===== config.mk =====
export PLATFORM = sky130hd
export DESIGN_NAME = hall_period_tachometer_unit_flat
export DESIGN_NICKNAME = d
export VERILOG_FILES = /design/src/rtl/core/hpt_pkg.sv /design/src/rtl/core/hpt_if.sv /design/src/rtl/core/hall_period_tachometer_unit.sv /design/src/rtl/core/hpt_tick_counter.sv /design/src/rtl/core/hpt_div.sv /design/src/flat_wrapper.sv
export SDC_FILE = /design/constraint.sdc
export NUM_CORES = 2
export LEC_CHECK = 0
export BUFFER_PORTS_ARGS = -buffer_cell sky130_fd_sc_hd__buf_2
export CAP_MARGIN = 0
export CORE_MARGIN = 8
export CORE_UTILIZATION = 30
export CTS_CLUSTER_DIAMETER = 30
export DETAILED_ROUTE_END_ITERATION = 7
export GPL_TIMING_DRIVEN = 0
export RECOVER_POWER = 100
export SLEW_MARGIN = 20
export SYNTH_ARGS = -nofsm -noshare
export SYNTH_HDL_FRONTEND = slang
export SYNTH_SLANG_ARGS = --single-unit

===== constraint.sdc =====
create_clock -name clk -period 12.25 [get_ports clk]
set_input_delay 0 -clock clk [delete_from_list [all_inputs] [get_ports clk]]
set_output_delay 0 -clock clk [all_outputs]
set_load 0.05 [all_outputs]

===== src/rtl/core/hpt_pkg.sv =====
// shared types, constants and helpers for the hall period tachometer
package hpt_pkg;

  localparam int unsigned CFG_W  = 32;
  localparam int unsigned TPM_W  = 32;
  localparam int unsigned CIRC_W = 20;
  localparam int unsigned OUT_W  = 32;
  localparam int unsigned PROD_W = TPM_W + CIRC_W;
  localparam int unsigned IDX_W  = 1;
  localparam int unsigned MM_W   = 16;

  localparam logic [TPM_W-1:0]  TPM_RESET  = 32'd13818750;
  localparam logic [CIRC_W-1:0] CIRC_RESET = 20'd111658;
  localparam logic [MM_W-1:0]   UM_MM_MIN  = 16'd60000;

  localparam logic [IDX_W-1:0] REG_TPM  = 1'b0;
  localparam logic [IDX_W-1:0] REG_CIRC = 1'b1;

  typedef enum logic [2:0] {
    ST_IDLE,
    ST_MUL,
    ST_RPM,
    ST_SPD,
    ST_OUT
  } hpt_state_t;

  typedef struct packed {
    logic emit;
    logic sat;
  } hpt_cnt_evt_t;

  function automatic logic [OUT_W-1:0] sat32(input logic [PROD_W-1:0] v);
    logic [OUT_W-1:0] r;
    if (|v[PROD_W-1:OUT_W]) begin
      r = '1;
    end else begin
      r = v[OUT_W-1:0];
    end
    return r;
  endfunction

endpackage


===== src/rtl/core/hpt_if.sv =====
// valid/ready channel interfaces for sensor samples and results
interface hpt_in_if;
  logic valid;
  logic ready;
  logic hall_low;

  modport source (output valid, output hall_low, input ready);
  modport sink (input valid, input hall_low, output ready);
endinterface

interface hpt_out_if;
  logic        valid;
  logic        ready;
  logic [31:0] period_ticks;
  logic [31:0] rpm_x16;
  logic [31:0] speed_mm_per_s;
  logic        saturated;

  modport source (output valid, output period_ticks, output rpm_x16,
                  output speed_mm_per_s, output saturated, input ready);
  modport sink (input valid, input period_ticks, input rpm_x16,
                input speed_mm_per_s, input saturated, output ready);
endinterface


===== src/rtl/core/hall_period_tachometer_unit.sv =====
// Hall period tachometer top level: one input transfer per timer tick with the
// active-low hall level. A tick with no new magnet pass is absorbed and the block stays idle.
// On the first tick of a magnet pass the block captures the period and runs a
// 20x32 multiply then two 52-step passes of one shared restoring divider
// (rpm, then the product over 60000 times the period) and takes no new input
// until its result is loaded into the output register; a zero period skips the
// divides. The result sits in an output register until its transfer; a further
// result waits for that transfer and holds off the input.
module hall_period_tachometer_unit #(
  parameter int unsigned COUNT_WIDTH = 32
) (
  input  logic                                 clk,
  input  logic                                 rst_n,
  input  logic                                 cfg_we,
  input  logic [hpt_pkg::IDX_W-1:0]            cfg_index,
  input  logic [hpt_pkg::CFG_W-1:0]            cfg_wdata,
  hpt_in_if.sink                               in_ch,
  hpt_out_if.source                            out_ch
);

  localparam int unsigned PW = hpt_pkg::PROD_W;
  localparam int unsigned OW = hpt_pkg::OUT_W;
  localparam int unsigned DW = COUNT_WIDTH + hpt_pkg::MM_W;

  hpt_pkg::hpt_state_t state_r, state_nxt;

  logic [hpt_pkg::TPM_W-1:0]  tpm_r;
  logic [hpt_pkg::CIRC_W-1:0] circ_r;

  logic [COUNT_WIDTH-1:0] p_r;
  logic                   sat_r;
  logic [PW-1:0]          prod_r;
  logic [OW-1:0]          rpm_r;
  logic [OW-1:0]          spd_r;

  logic [OW-1:0] out_period_r, out_rpm_r, out_spd_r;
  logic          out_sat_r;
  logic          out_valid_r, out_valid_nxt;

  hpt_pkg::hpt_cnt_evt_t  evt;
  logic [COUNT_WIDTH-1:0] cnt_period;
  logic                   in_xfer;

  logic                   div_start;
  logic [PW-1:0]          div_dividend;
  logic [DW-1:0]          div_divisor;
  logic                   div_done;
  logic [PW-1:0]          div_quo;

  logic capture, capture_zero, load_prod, load_rpm, load_spd, load_out;

  assign in_xfer     = in_ch.valid & in_ch.ready;
  assign in_ch.ready = (state_r == hpt_pkg::ST_IDLE);

  always_ff @(posedge clk) begin
    if (!rst_n) begin
      tpm_r  <= hpt_pkg::TPM_RESET;
      circ_r <= hpt_pkg::CIRC_RESET;
    end else if (cfg_we) begin
      case (cfg_index)
        hpt_pkg::REG_TPM:  tpm_r  <= cfg_wdata[hpt_pkg::TPM_W-1:0];
        hpt_pkg::REG_CIRC: circ_r <= cfg_wdata[hpt_pkg::CIRC_W-1:0];
        default: ;
      endcase
    end
  end

  hpt_tick_counter #(
    .COUNT_WIDTH(COUNT_WIDTH)
  ) u_counter (
    .clk      (clk),
    .rst_n    (rst_n),
    .sample_en(in_xfer),
    .hall_low (in_ch.hall_low),
    .evt      (evt),
    .period   (cnt_period)
  );

  hpt_div #(
    .DVD_W(PW),
    .DVS_W(DW)
  ) u_div (
    .clk     (clk),
    .rst_n   (rst_n),
    .start   (div_start),
    .dividend(div_dividend),
    .divisor (div_divisor),
    .done    (div_done),
    .quotient(div_quo)
  );

  always_comb begin
    state_nxt     = state_r;
    out_valid_nxt = out_valid_r;
    div_start     = 1'b0;
    div_dividend  = PW'({tpm_r, 4'b0000});
    div_divisor   = DW'(p_r);
    capture       = 1'b0;
    capture_zero  = 1'b0;
    load_prod     = 1'b0;
    load_rpm      = 1'b0;
    load_spd      = 1'b0;
    load_out      = 1'b0;

    if (out_valid_r && out_ch.ready) begin
      out_valid_nxt = 1'b0;
    end

    case (state_r)
      hpt_pkg::ST_IDLE: begin
        if (in_xfer && evt.emit) begin
          capture = 1'b1;
          if (cnt_period == '0) begin
            capture_zero = 1'b1;
            state_nxt    = hpt_pkg::ST_OUT;
          end else begin
            state_nxt = hpt_pkg::ST_MUL;
          end
        end
      end
      hpt_pkg::ST_MUL: begin
        load_prod = 1'b1;
        div_start = 1'b1;
        state_nxt = hpt_pkg::ST_RPM;
      end
      hpt_pkg::ST_RPM: begin
        div_dividend = prod_r;
        div_divisor  = DW'(p_r) * DW'(hpt_pkg::UM_MM_MIN);
        if (div_done) begin
          load_rpm  = 1'b1;
          div_start = 1'b1;
          state_nxt = hpt_pkg::ST_SPD;
        end
      end
      hpt_pkg::ST_SPD: begin
        if (div_done) begin
          load_spd  = 1'b1;
          state_nxt = hpt_pkg::ST_OUT;
        end
      end
      hpt_pkg::ST_OUT: begin
        if (!out_valid_r || out_ch.ready) begin
          load_out      = 1'b1;
          out_valid_nxt = 1'b1;
          state_nxt     = hpt_pkg::ST_IDLE;
        end
      end
      default: begin
        state_nxt = hpt_pkg::ST_IDLE;
      end
    endcase
  end

  always_ff @(posedge clk) begin
    if (!rst_n) begin
      state_r     <= hpt_pkg::ST_IDLE;
      out_valid_r <= 1'b0;
    end else begin
      state_r     <= state_nxt;
      out_valid_r <= out_valid_nxt;
    end
  end

  always_ff @(posedge clk) begin
    if (capture) begin
      p_r   <= cnt_period;
      sat_r <= evt.sat;
    end
    if (capture_zero) begin
      rpm_r <= '0;
      spd_r <= '0;
    end
    if (load_prod) begin
      prod_r <= PW'(circ_r) * PW'(tpm_r);
    end
    if (load_rpm) begin
      rpm_r <= hpt_pkg::sat32(div_quo);
    end
    if (load_spd) begin
      spd_r <= hpt_pkg::sat32(div_quo);
    end
    if (load_out) begin
      out_period_r <= hpt_pkg::sat32(PW'(p_r));
      out_rpm_r    <= rpm_r;
      out_spd_r    <= spd_r;
      out_sat_r    <= sat_r;
    end
  end

  assign out_ch.valid          = out_valid_r;
  assign out_ch.period_ticks   = out_period_r;
  assign out_ch.rpm_x16        = out_rpm_r;
  assign out_ch.speed_mm_per_s = out_spd_r;
  assign out_ch.saturated      = out_sat_r;

`ifndef SYNTHESIS
  a_div_done_in_divide: assert property (@(posedge clk) disable iff (!rst_n)
    div_done |-> (state_r == hpt_pkg::ST_RPM || state_r == hpt_pkg::ST_SPD))
    else $error("divider finished outside a divide step");

  a_pass_starts_math: assert property (@(posedge clk) disable iff (!rst_n)
    (in_xfer && evt.emit && cnt_period != '0) |=> (state_r == hpt_pkg::ST_MUL))
    else $error("magnet pass with nonzero period did not start the arithmetic");

  a_zero_period_zero_rates: assert property (@(posedge clk) disable iff (!rst_n)
    ($rose(out_valid_r) && out_period_r == '0) |-> (out_rpm_r == '0 && out_spd_r == '0))
    else $error("zero period gave nonzero rpm or speed");

  a_out_held_until_transfer: assert property (@(posedge clk) disable iff (!rst_n)
    (state_r == hpt_pkg::ST_OUT && out_valid_r && !out_ch.ready) |=>
      (state_r == hpt_pkg::ST_OUT && out_valid_r))
    else $error("pending result overwritten before its transfer");
`endif

endmodule


===== src/rtl/core/hpt_tick_counter.sv =====
// saturating tick counter with magnet edge detection
module hpt_tick_counter #(
  parameter int unsigned COUNT_WIDTH = 32
) (
  input  logic                     clk,
  input  logic                     rst_n,
  input  logic                     sample_en,
  input  logic                     hall_low,
  output hpt_pkg::hpt_cnt_evt_t    evt,
  output logic [COUNT_WIDTH-1:0]   period
);

  localparam logic [COUNT_WIDTH-1:0] CNT_MAX = '1;

  logic [COUNT_WIDTH-1:0] count_r, count_nxt;
  logic                   sat_r, sat_nxt;
  logic                   was_r, was_nxt;

  always_comb begin
    count_nxt = count_r;
    sat_nxt   = sat_r;
    was_nxt   = was_r;
    if (sample_en) begin
      if (hall_low) begin
        count_nxt = '0;
        sat_nxt   = 1'b0;
        was_nxt   = 1'b1;
      end else begin
        if (count_r != CNT_MAX) begin
          count_nxt = count_r + 1'b1;
        end
        if (count_nxt == CNT_MAX) begin
          sat_nxt = 1'b1;
        end
        was_nxt = 1'b0;
      end
    end
  end

  always_ff @(posedge clk) begin
    if (!rst_n) begin
      count_r <= '0;
      sat_r   <= 1'b0;
      was_r   <= 1'b0;
    end else begin
      count_r <= count_nxt;
      sat_r   <= sat_nxt;
      was_r   <= was_nxt;
    end
  end

  assign evt.emit = hall_low & ~was_r;
  assign evt.sat  = sat_r;
  assign period   = count_r;

endmodule


===== src/rtl/core/hpt_div.sv =====
// restoring divider, one quotient bit per cycle
module hpt_div #(
  parameter int unsigned DVD_W = 52,
  parameter int unsigned DVS_W = 32
) (
  input  logic             clk,
  input  logic             rst_n,
  input  logic             start,
  input  logic [DVD_W-1:0] dividend,
  input  logic [DVS_W-1:0] divisor,
  output logic             done,
  output logic [DVD_W-1:0] quotient
);

  localparam int unsigned CNT_W = (DVD_W > 1) ? $clog2(DVD_W) : 1;
  localparam logic [CNT_W-1:0] LAST_STEP = CNT_W'(DVD_W - 1);

  logic             busy_r, busy_nxt;
  logic             done_r, done_nxt;
  logic [CNT_W-1:0] cnt_r;
  logic [DVS_W-1:0] rem_r;
  logic [DVS_W-1:0] dvs_r;
  logic [DVD_W-1:0] quo_r;

  logic [DVS_W:0]   shifted;
  logic [DVS_W:0]   diff;
  logic             ge;

  assign shifted = {rem_r, quo_r[DVD_W-1]};
  assign diff    = shifted - {1'b0, dvs_r};
  assign ge      = (shifted >= {1'b0, dvs_r});

  always_comb begin
    busy_nxt = busy_r;
    done_nxt = 1'b0;
    if (start) begin
      busy_nxt = 1'b1;
    end else if (busy_r && cnt_r == '0) begin
      busy_nxt = 1'b0;
      done_nxt = 1'b1;
    end
  end

  always_ff @(posedge clk) begin
    if (!rst_n) begin
      busy_r <= 1'b0;
      done_r <= 1'b0;
    end else begin
      busy_r <= busy_nxt;
      done_r <= done_nxt;
    end
  end

  always_ff @(posedge clk) begin
    if (start) begin
      rem_r <= '0;
      quo_r <= dividend;
      dvs_r <= divisor;
      cnt_r <= LAST_STEP;
    end else if (busy_r) begin
      rem_r <= ge ? diff[DVS_W-1:0] : shifted[DVS_W-1:0];
      quo_r <= {quo_r[DVD_W-2:0], ge};
      cnt_r <= cnt_r - 1'b1;
    end
  end

  assign done     = done_r;
  assign quotient = quo_r;

endmodule


===== src/flat_wrapper.sv =====
// flat-port wrapper written by rule: the top's interface ports become plain ports
module hall_period_tachometer_unit_flat 
#(
  parameter int unsigned COUNT_WIDTH = 32
)
  (clk, rst_n, cfg_we, cfg_index, cfg_wdata, in_ch_valid, in_ch_hall_low, in_ch_ready, out_ch_valid, out_ch_period_ticks, out_ch_rpm_x16, out_ch_speed_mm_per_s, out_ch_saturated, out_ch_ready);
  hpt_in_if in_ch_i ();
  hpt_out_if out_ch_i ();
  input  logic clk;
  input  logic rst_n;
  input  logic cfg_we;
  input  logic [hpt_pkg::IDX_W-1:0] cfg_index;
  input  logic [hpt_pkg::CFG_W-1:0] cfg_wdata;
  input wire logic [$bits(in_ch_i.valid)-1:0] in_ch_valid;
  input wire logic [$bits(in_ch_i.hall_low)-1:0] in_ch_hall_low;
  output wire logic [$bits(in_ch_i.ready)-1:0] in_ch_ready;
  output wire logic [$bits(out_ch_i.valid)-1:0] out_ch_valid;
  output wire logic [$bits(out_ch_i.period_ticks)-1:0] out_ch_period_ticks;
  output wire logic [$bits(out_ch_i.rpm_x16)-1:0] out_ch_rpm_x16;
  output wire logic [$bits(out_ch_i.speed_mm_per_s)-1:0] out_ch_speed_mm_per_s;
  output wire logic [$bits(out_ch_i.saturated)-1:0] out_ch_saturated;
  input wire logic [$bits(out_ch_i.ready)-1:0] out_ch_ready;
  assign in_ch_i.valid = in_ch_valid;
  assign in_ch_i.hall_low = in_ch_hall_low;
  assign in_ch_ready = in_ch_i.ready;
  assign out_ch_valid = out_ch_i.valid;
  assign out_ch_period_ticks = out_ch_i.period_ticks;
  assign out_ch_rpm_x16 = out_ch_i.rpm_x16;
  assign out_ch_speed_mm_per_s = out_ch_i.speed_mm_per_s;
  assign out_ch_saturated = out_ch_i.saturated;
  assign out_ch_i.ready = out_ch_ready;
  hall_period_tachometer_unit #(.COUNT_WIDTH(COUNT_WIDTH)) u_core (.clk(clk), .rst_n(rst_n), .cfg_we(cfg_we), .cfg_index(cfg_index), .cfg_wdata(cfg_wdata), .in_ch(in_ch_i), .out_ch(out_ch_i));
endmodule

Word level (Yosys, flattened, before mapping):

Index checks and enable logic that the tools add are counted.

* add/sub/neg operators: 3
* $mul: 2
* order comparisons: 1
* equality and inequality tests: 10
* multiplexer cells: 40
* bitwise operators: 5
* reduce and logical (&&, ||, !) cells: 19

Operators by type and width (number)
* $mux 32: 9
* $mux 52: 3
* $mul 20x32->52: 1
* $ge 49x48->1: 1
* $mux 48: 1
* $sub 48x48->48: 1
* $mul 32x11->43 const B: 1
* $add 32x1->32 const B: 1
* $eq 32x32->1 const B: 1
* $logic_not 32->1: 1
* $ne 32x32->1 const B: 1
* $mux 1: 20
* $reduce_or 20->1: 1
* $mux 3: 5
* $pmux 3 s5: 1
* $reduce_bool 2->1: 5
* $eq 3x2->1 const B: 2
* $logic_not 6->1: 1
* $ne 2x2->1 const B: 3
* $reduce_and 2->1: 3
* $sub 6x1->6 const B: 1
* $reduce_and 4->1: 1
* $eq 3x1->1 const B: 1
* $eq 3x3->1 const B: 1
* 9 further kinds: 14

* register bits: 492
* input bits: 39
* output and inout bits: 99

Logic depth before layout (Yosys ltp):

* depth in word-level cells: 7
* depth in mapped cells: 27

Cells and area by module:

Synthesis repeated with hierarchy kept, for this count alone.

* cell total of the unflattened synthesis: 5106
* area total of the unflattened synthesis: 49638.9 um^2

By module, submodules not included
* hall_period_tachometer_unit: times used 1, cells an instance 3862, area an instance 37960.2 um^2, sequential area each 8508.2 um^2
* hpt_div: times used 1, cells an instance 916, area an instance 9156.3 um^2, sequential area each 4124.0 um^2
* hpt_tick_counter: times used 1, cells an instance 328, area an instance 2522.4 um^2, sequential area each 680.7 um^2

Worst setup path after synthesis:

Ideal clock, no wire load.

* path type: flip-flop to flip-flop
* start: register u_core.circ_r[3] (netlist bit)
* end: register u_core.prod_r[37] (data pin)
* setup time: 265 ps
* arrival: 6868 ps
* required time: 11985 ps
* path slack: 5117 ps
* cell stages (with the launch flop): 27
* buffers on the path: 1
* cells stage by stage: dfxtp_1 > clkbuf_1 > and2_1 > fa_1 > fa_1 > inv_1 > fa_1 > inv_1 > fa_1 > inv_1 > fa_1 > inv_1 > fa_1 > inv_1 > fa_1 > inv_1 > ha_1 > a21oi_1 > o211ai_1 > a221oi_1 > a21boi_0 > o31a_1 > o21ai_0 > nor3_1 > a211oi_1 > o21ai_0 > xor2_1

* cells in the longest elaborated chain, start to end: 1

RTL lines
* from (decl): line hall_period_tachometer_unit.sv:28 `logic [hpt_pkg::CIRC_W-1:0] circ_r;`
* from (signal assigned): line hall_period_tachometer_unit.sv:58 `circ_r <= hpt_pkg::CIRC_RESET;`
* from (signal assigned): line hall_period_tachometer_unit.sv:62 `hpt_pkg::REG_CIRC: circ_r <= cfg_wdata[hpt_pkg::CIRC_W-1:0];`
* $mul 20x32->52: line hall_period_tachometer_unit.sv:174 `prod_r <= PW'(circ_r) * PW'(tpm_r);`
* to (signal assigned): line hall_period_tachometer_unit.sv:174
* to (decl): line hall_period_tachometer_unit.sv:32 `logic [PW-1:0] prod_r;`

No other way between the ends.
A chain may end at the register's enable or synchronous reset.

Final worst setup path:

* start: register u_core.circ_r[19] (netlist bit)
* end: register u_core.prod_r[50] (data pin)

The elaborated chain is that of the path after synthesis.

==> metrics.cfg <==
[synth]
avgSynthCellArea_um2=9.51
yosys.cell_count.top_type=inv_1
synth.cell_area_um2=48700
syn-num-nets=6155
ys_types=75
ys_warn_count=0
yosys.area.top_type_share=0.279
synthCells=5116
synth_area_leaders=fa_1 (28%), edfxtp_1 (21%), ha_1 (8.3%)
ys_seq_area_frac=0.274
ys_top_cells_by_count=inv_1 (824), nand2_1 (745), fa_1 (678)
synthFlopType=edfxtp_1
ys_ff_latch=492
synth_edf_count=346
synthArstFlopShare=0
yosys.area.top_type=fa_1

[route]
dr_wl_met2_mm=73.6
vias=37174
wl_met3_mm=10.9
drt_iter0_drc=2863
viasPerCell=4.83
ant_nets=0
wl_met1_mm=62.1
top_layer_used=met4
drc=0
avgRoutedWirePerCell_um=20.0
dr.pass1.iters=6
wl_mm=154

[placed_design]
gp_congestion=0.939
placed_cell_area_um2=52400
io_buffer_count=137
dpl.hpwl_mm=124
place_ws_ns=3.28

[global_route]
grt_pass1_wl_mm=235
antenna_found_initial=9
grt.overflow.total=0
grt_pass1_vias=38946
grt_util_all_layers=0.174
grt_max_degree=36

[layout]
fill_cells=16443
utilization=0.349
drive_gt1_frac=0.0467
fin_nets=6463
final_cell_area_um2=56600
syn_to_final_growth_pct=16.3

[floorplanning]
io_pins=138
chipWidth_um=419
start_util=0.300
dieHeight_um=419
core_area_um2=162000
die-area_um2=175000
placementRows=148

[clock_network]
clkSinkCount=492
ctsResizeCount=0
clockBufferDepth=3
clk_latency_ns=0.75
cts_inserted_buffers=118
clk_pin_slew_ns=0.05
postCtsSetupBuffers=0
htree_levels=3
root_buffer=clkbuf_16
cts_tree=yes

[timing]
hold_violations=0
worst_pin_slew_ns=1.78
period_share=0.760
setup_viol_count_final=0
rsz0062_at_grt=no
period_minus_slack_ns=9.31
finalSetupTns_ns=0
clock_skew_ns=0.124
setup_ws_ns=2.94
slew_viol_final=94
maxSlewHeadroom=-0.188
fmax_mhz=107

[status]
failed_checks=capacitance limit, slew limit
status=finished, violations left

[critical_path]
path_cells=clkbuf_1 > nand2_1 > fa_1 > fa_1 > inv_1 > fa_1 > fa_1 > fa_1 > fa_1 > inv_1 > fa_1 > inv_1 > ha_1 > clkbuf_1 > and3_1 > nand2_1 > nor4_1 > a221o_1 > o21ai_0 > o21ai_0 > a31oi_1 > a41o_1 > o211ai_1 > xor2_1
criticalPathCategory=reg2reg
required_ns=12.67
cp-start-kind=flop
critPathMaxFanout=10
crit_path_top_delay_cell=clkbuf_1
crit_arrival_ns=9.73
endpoint_kind=flop
cp_common_cell=fa_1
slowest_delay_ns=0.74

[flow_run]
drv_cap=3

[min_path]
min_path_type=in2reg

-- path summary, 6_finish.rpt --
| check | start | endpoint | slack [ns] | depth (start not counted) |
|---|---|---|---|---|
| worst min-delay path | cfg_wdata[20] | u_core.tpm_r[20] | 0.05 | 4 |
| worst max-delay path | u_core.circ_r[19] | u_core.prod_r[50] | 2.94 | 24 |
| worst min register to register | u_core.spd_r[21] | u_core.out_ch.speed_mm_per_s[21] | 0.39 | 0 |
| worst max register to register | u_core.circ_r[19] | u_core.prod_r[50] | 2.94 | 24 |
-- metrics by stage --
step,hold slack (ns),std cells
after floorplan,0.124,5116
after detailed placement,0.263,7439
final,0.0505,7703
after global placement,0.256,7428
after CTS,0.00542,7702
after global routing,0.0569,7703
-- final cells by class --
| cell class | count | area, um^2 | area share |
|---|---|---|---|
| antenna | 1 | 2.50 | 0.0000442 |
| buffer | 271 | 1020 | 0.0180 |
| clock buffer | 128 | 3000 | 0.0530 |
| clock inverter | 95 | 1250 | 0.0221 |
| inverter | 825 | 3100 | 0.0547 |
| multi-input combinational | 3528 | 31200 | 0.551 |
| sequential | 492 | 13300 | 0.235 |
| tap | 2175 | 2720 | 0.0481 |
| timing repair buffer | 188 | 1000 | 0.0177 |
-- sequential cells by signal, summed over array words and instances, names as in the netlist, 20 cells and up --
signal	flops
u_core.circ_r	20
u_core.tpm_r	32
u_core.u_div.dvs_r	48
u_core.u_counter.period	32
u_core.p_r	32
u_core.rpm_r	32
u_core.u_div.quotient	52
u_core.out_ch.speed_mm_per_s	32
u_core.u_div.rem_r	48
u_core.out_ch.period_ticks	32
u_core.out_ch.rpm_x16	32
u_core.spd_r	32
u_core.prod_r	52
-- critical path: cells and delay by family (launching register included) --
| family | cells | cell delay, ns |
|---|---|---|
| AND/OR/NAND/NOR | 4 | 1.03 |
| XOR/XNOR | 1 | 0.09 |
| AO/OA/AOI/OAI | 6 | 1.86 |
| flip-flops | 1 | 0.58 |
| buffers and inverters | 5 | 1.21 |
| adder cells (fa/ha/maj) | 8 | 4.23 |
-- routing by layer --
| layer | up-vias | global-route usage |
|---|---|---|
| li1 | 17106 | - |
| met1 | 18460 | 0.218 |
| met4 | 0 | 0.0759 |
| met2 | 1308 | 0.293 |
| met5 | - | 0 |
| met3 | 300 | 0.0309 |
-- cell families (layout without fill, tap and decap cells) --
group                    count (synthesis)  after routing  synth area share
multiplexers                            15             15           0.00308
flip-flops                             492            492             0.274
buffers and inverters                 1096           1507            0.0848
other                                    0              1                 0
XOR/XNOR                               137            137            0.0247
AO/OA/AOI/OAI                          713            713            0.0927
adder cells (fa/ha/maj)               1000           1000             0.362
AND/OR/NAND/NOR                       1663           1663             0.160
-- layout by cell type, fill, tap and decap left out, types with 118 or more instances in the layout --
| cell | Yosys | routed |
|---|---|---|
| inv_1 | 824 | 825 |
| nand2_1 | 745 | 745 |
| fa_1 | 678 | 678 |
| clkbuf_1 | 255 | 385 |
| edfxtp_1 | 346 | 346 |
| ha_1 | 322 | 322 |
| and2_1 | 310 | 283 |
| nor2_1 | 279 | 279 |
| a21oi_1 | 173 | 173 |
| o21ai_0 | 165 | 168 |
| dfxtp_1 | 146 | 146 |
| clkbuf_16 | 0 | 118 |
-- repair_timing --
action,CTS,global route
setup endpoints to repair,0,0
hold buffers,40,0
hold endpoints to repair,76,0
Power is left out: the tool's default activity adds up to more than one toggle a clock period on the data nets, which glitch-free logic cannot reach.
